<file path="src/hdl/rdts_pkg.sv">
// Package for the range DFA token scanner: widths, default sizes, function
// codes and the result struct. No dependencies.
`default_nettype none
package rdts_pkg;
  localparam int CharW   = 21;
  localparam int SymW    = 8;
  localparam int LenW    = 16;
  localparam int FuncW   = 3;
  localparam int AddrW   = 11;
  localparam int ValW    = 11;
  localparam int MachW   = 2;
  localparam int StateW  = 8;

  localparam int DefMachines = 4;
  localparam int DefStates   = 256;
  localparam int DefRanges   = 2048;
  localparam int DefSymbols  = 256;

  localparam logic [FuncW-1:0] FUNC_LOAD_INDEX  = 3'd0;
  localparam logic [FuncW-1:0] FUNC_LOAD_RANGE  = 3'd1;
  localparam logic [FuncW-1:0] FUNC_LOAD_ACCEPT = 3'd2;
  localparam logic [FuncW-1:0] FUNC_LOAD_GREEDY = 3'd3;
  localparam logic [FuncW-1:0] FUNC_START       = 3'd4;
  localparam logic [FuncW-1:0] FUNC_NEXT        = 3'd5;

  localparam logic [LenW-1:0] LenMax = '1;

  typedef struct packed {
    logic [SymW-1:0] token_symbol;
    logic [LenW-1:0] token_length;
    logic            matched;
  } result_t;
endpackage
`default_nettype wire

</file>
<file path="src/hdl/rdts_range_cmp.sv">
// Shared range compare unit: tests one character against one range entry.
// Depends on rdts_pkg.
`default_nettype none
module rdts_range_cmp (
  input  wire logic [rdts_pkg::CharW-1:0] character,
  input  wire logic [rdts_pkg::CharW-1:0] low_char,
  input  wire logic [rdts_pkg::CharW-1:0] high_char,
  output logic                            hit
);
  import rdts_pkg::*;
  // inclusive bounds check
  assign hit = (character >= low_char) && (character <= high_char);
endmodule
`default_nettype wire

</file>
<file path="config.mk">
export PLATFORM = sky130hd
export DESIGN_NAME = rdts_range_cmp
export DESIGN_NICKNAME = d
export VERILOG_FILES = /design/src/hdl/rdts_pkg.sv /design/src/hdl/rdts_range_cmp.sv
export SDC_FILE = /design/constraint.sdc
export NUM_CORES = 1
export LEC_CHECK = 0
export BUFFER_PORTS_ARGS = -buffer_cell sky130_fd_sc_hd__clkbuf_2
export CAP_MARGIN = 40
export CORE_MARGIN = 2
export CORE_UTILIZATION = 42
export DETAILED_ROUTE_END_ITERATION = 12
export PLACE_DENSITY = 0.89
export SLEW_MARGIN = 20
export SYNTH_ARGS = -nofsm -noshare
export SYNTH_HDL_FRONTEND = slang
export SYNTH_SLANG_ARGS = --single-unit
</file>
<file path="constraint.sdc">
create_clock -name vclk -period 1.15
set_input_delay 0.0575 -clock vclk [all_inputs]
set_output_delay 0.0575 -clock vclk [all_outputs]
set_load 0.02 [all_outputs]
</file>
**After elaboration in Yosys (flattened, before gate mapping)**

Cells that the tools add are included.

- Register bits: 0
- Output and inout bits: 1

- $lt $le $gt $ge: 2
- Reduce and logical (&&, ||, !) cells: 1

Operators by type and width:

| kind | count |
|---|---|
| $ge 21x21->1 | 1 |
| $le 21x21->1 | 1 |
| $logic_and 1x1->1 | 1 |

**Longest topological paths before layout**

- Word-level depth: 2
- Depth in mapped cells: 8

**Least setup slack after synthesis**

Ideal clock, no wire load.

- Path type: input to output
- Start point: input port high_char[8] (netlist name)
- End point: output port hit
- Data arrival time: 1.297 ns
- Data required time: 1.092 ns
- Setup slack: -0.204 ns
- Cell stages on the path: 8
- Buffers on the path: 0
- Path through: inv_1 > ha_1 > a21oi_2 > o21ai_1 > a221oi_2 > o31ai_1 > a21oi_2 > o22a_1

- Longest elaborated chain between the ends: 2

RTL lines:

| item | RTL line | RTL |
|---|---|---|
| start, declared | rdts_range_cmp.sv:7 | `input wire logic [rdts_pkg::CharW-1:0] high_char,` |
| $le 21x21->1 | rdts_range_cmp.sv:12 | `assign hit = (character >= low_char) && (character <= high_char);` |
| $logic_and 1x1->1 | rdts_range_cmp.sv:12 |  |
| end, declared | rdts_range_cmp.sv:8 | `output logic hit` |

Every way passes these cells.

**Worst setup path after layout**

- Start point: input port high_char[1] (netlist name)
- End point: output port hit

The elaborated chain is that of the path after synthesis.

==> results.cfg <==
[power]
p_comb_share_pct = 100.0
p_per_area_nw_per_um2 = 364
ir_drop_v = 0.000251
p_leak_uw = 0.00102
p_int_uw = 350
power_switching_uw = 294
swShare_pct = 45.7
clockPowerShare_pct = 0
p_seq_share_pct = 0

[place]
dp_slack_ns = -0.388
io_buffers = 64
place_area_um2 = 1590
gp_congestion = 0.737
dp_hpwl_mm = 2.41

[yosys]
netlist_area_um2 = 1040
synthCells = 146
avgSynthCellArea_um2 = 7.14
synth_nets = 251
ys_types = 23
yosysSeqAreaShare_pct = 0
synth_warnings = 0

[die]
die_w_um = 53.8
die_h_um = 53.8
rows = 18
start_util_pct = 43.3
coreArea_um2 = 2410
io_pins = 64
die-area_um2 = 2900

[worst_setup_path]
cp.required_ns = 1.09
cp_top_family = compound AO/OA/AOI/OAI gates
cp_slowest_cell = ha_4
crit_path_max_fanout = 2
worst_path_largest_cell_delay_ns = 0.27
path_buf_inv = 3
worstSetupPathDepth = 10
crit_type = primary input to output pin
cp.arrival_ns = 1.41
end_kind = output pin
crit_chain = clkbuf_2, inv_1, ha_4, nand2_2, o21ai_1, a31oi_1, o31ai_2, a21oi_2, o22a_2, buf_8
start_kind = primary input

[global_route]
grt_max_degree = 5
grt_pass1_vias = 1178
grt_overflow_total = 0
antenna_found_initial = 0
grt_pass1_wl_mm = 4.24
grt_usage_pct = 19.0

[final_layout]
nets = 328
nClkBuffers = 0
drive_gt1_share_pct = 52.5
final_area_um2 = 1770
multi_input_area_um2 = 1120
syn_to_final_growth_pct = 69.9
fill_cells = 194
diodes = 0
regArea_um2 = 0
design.seq.count = 0

[hold_path]
holdPathStages = 6
hold_path_class = primary input to output pin

[timing]
min_period_ns = 1.47
worstMarginPinSlew_ns = 0.242
layout_setup_ws_ns = -0.321
hold_viol_final = 0
setup_violations = 1
final_max_slew_viol_count = 0
max_clock_freq_ghz = 0.680
rsz0062_at_grt = true
slew_headroom_pct = 83.7
min_period_over_period_pct = 128

[routing]
vias_per_cell = 4.94
dr.pass1.iters = 4
routed_wl_mm = 2.81
first_iter_violations = 18
post_drt_wl_per_cell_um = 11.2
ant_nets = 0
drc_errors = 0
vias = 1241

[run]
drv_cap = 0

[outcome]
violations = setup timing
status = complete, but fails checks
==> metal layers <==
layer	global-route usage [%]	wire (um)	share of wire [%]
met1	21.0	1070	38
met2	40.2	1560	56
met3	0.278	144	5.1
met4	2.14	30	1.1
met5	0	0	0
==> layout make-up <==
class                      count  share of cell area (%)
multi-input combinational    105                    63.2
timing repair buffer          75                    25.6
inverter                      41                    9.12
tap                           30                    2.12
==> power by group through the flow <==
stage | Combinational (uW) | Sequential (uW) | Clock (uW)
after floorplan | 304 | 0 | 0
after CTS | 553 | 0 | 0
final | 644 | 0 | 0
after detailed placement | 536 | 0 | 0
after global placement | 515 | 0 | 0
after global routing | 733 | 0 | 0
==> layout by cell type, fill, tap and decap left out, types with 3 or more instances in the layout <==
cell	n
ha_1	29
a21oi_1	7
inv_1	31
inv_2	7
nand4_1	6
nand2_1	10
a21oi_2	9
buf_4	12
a21o_1	5
ha_4	13
clkbuf_2	56
inv_4	3
buf_6	3
==> stage by stage <==
step	power, uW	hold slack [ns]	cells	setup TNS [ns]	util, %
detailed placement	536	0.781	250	-0.388	65.8
global placement	515	0.779	250	-0.368	65.8
floorplan	304	0.529	146	-0.0483	-
global route	733	0.793	251	-0.385	73.5
CTS	553	0.767	250	-0.370	66.7
finish	644	0.746	251	-0.321	73.5
==> worst paths after layout <==
check	end	startpoint
max	hit	high_char[1]
min	hit	character[20]
==> cell families after synthesis <==
family	count (synthesis)	share of synthesized area, %
adders and majority gates	42	50.4
buffers and inverters	41	14.8
AOI/OAI and AO/OA	35	21.5
and+or+nand+nor	28	13.3
==> cell usage after synthesis <==
master    count  share of area, %
a211oi_1      2               1.4
a21o_1        5               3.6
a21oi_1      15               7.2
a21oi_2       2               1.7
a221oi_2      1               1.4
a31oi_1       1              0.60
and3_1        1              0.60
and4_1        1              0.84
ha_1         42                50
inv_1        41                15
nand2_1      11               4.0
nand2b_1      1              0.60
nand3_1       2              0.96
nand4_1       6               3.6
nor2_1        2              0.72
nor2b_1       1              0.60
nor3_1        3               1.4
o211ai_1      1              0.72
o21ai_0       3               1.4
o21ai_1       2              0.96
o221ai_1      1              0.84
o22a_1        1              0.84
o31ai_1       1              0.72
==> worst min-delay path, cell delays in order <==
cell and delay (ns):
clkbuf_2 0.10, ha_1 0.16, a21oi_2 0.04, o221ai_1 0.06, o22a_2 0.17, buf_8 0.10
==> repair_timing <==
item / 4_1_cts / 5_1_grt
hold buffers: 0 / 0
buffers inserted: 0 / 1
gates cloned: 0 / 0
resized for setup: 5 / 35
pin swaps: 4 / 21
setup endpoints to repair: 1 / 1
(Power assumes the default switching activity.)
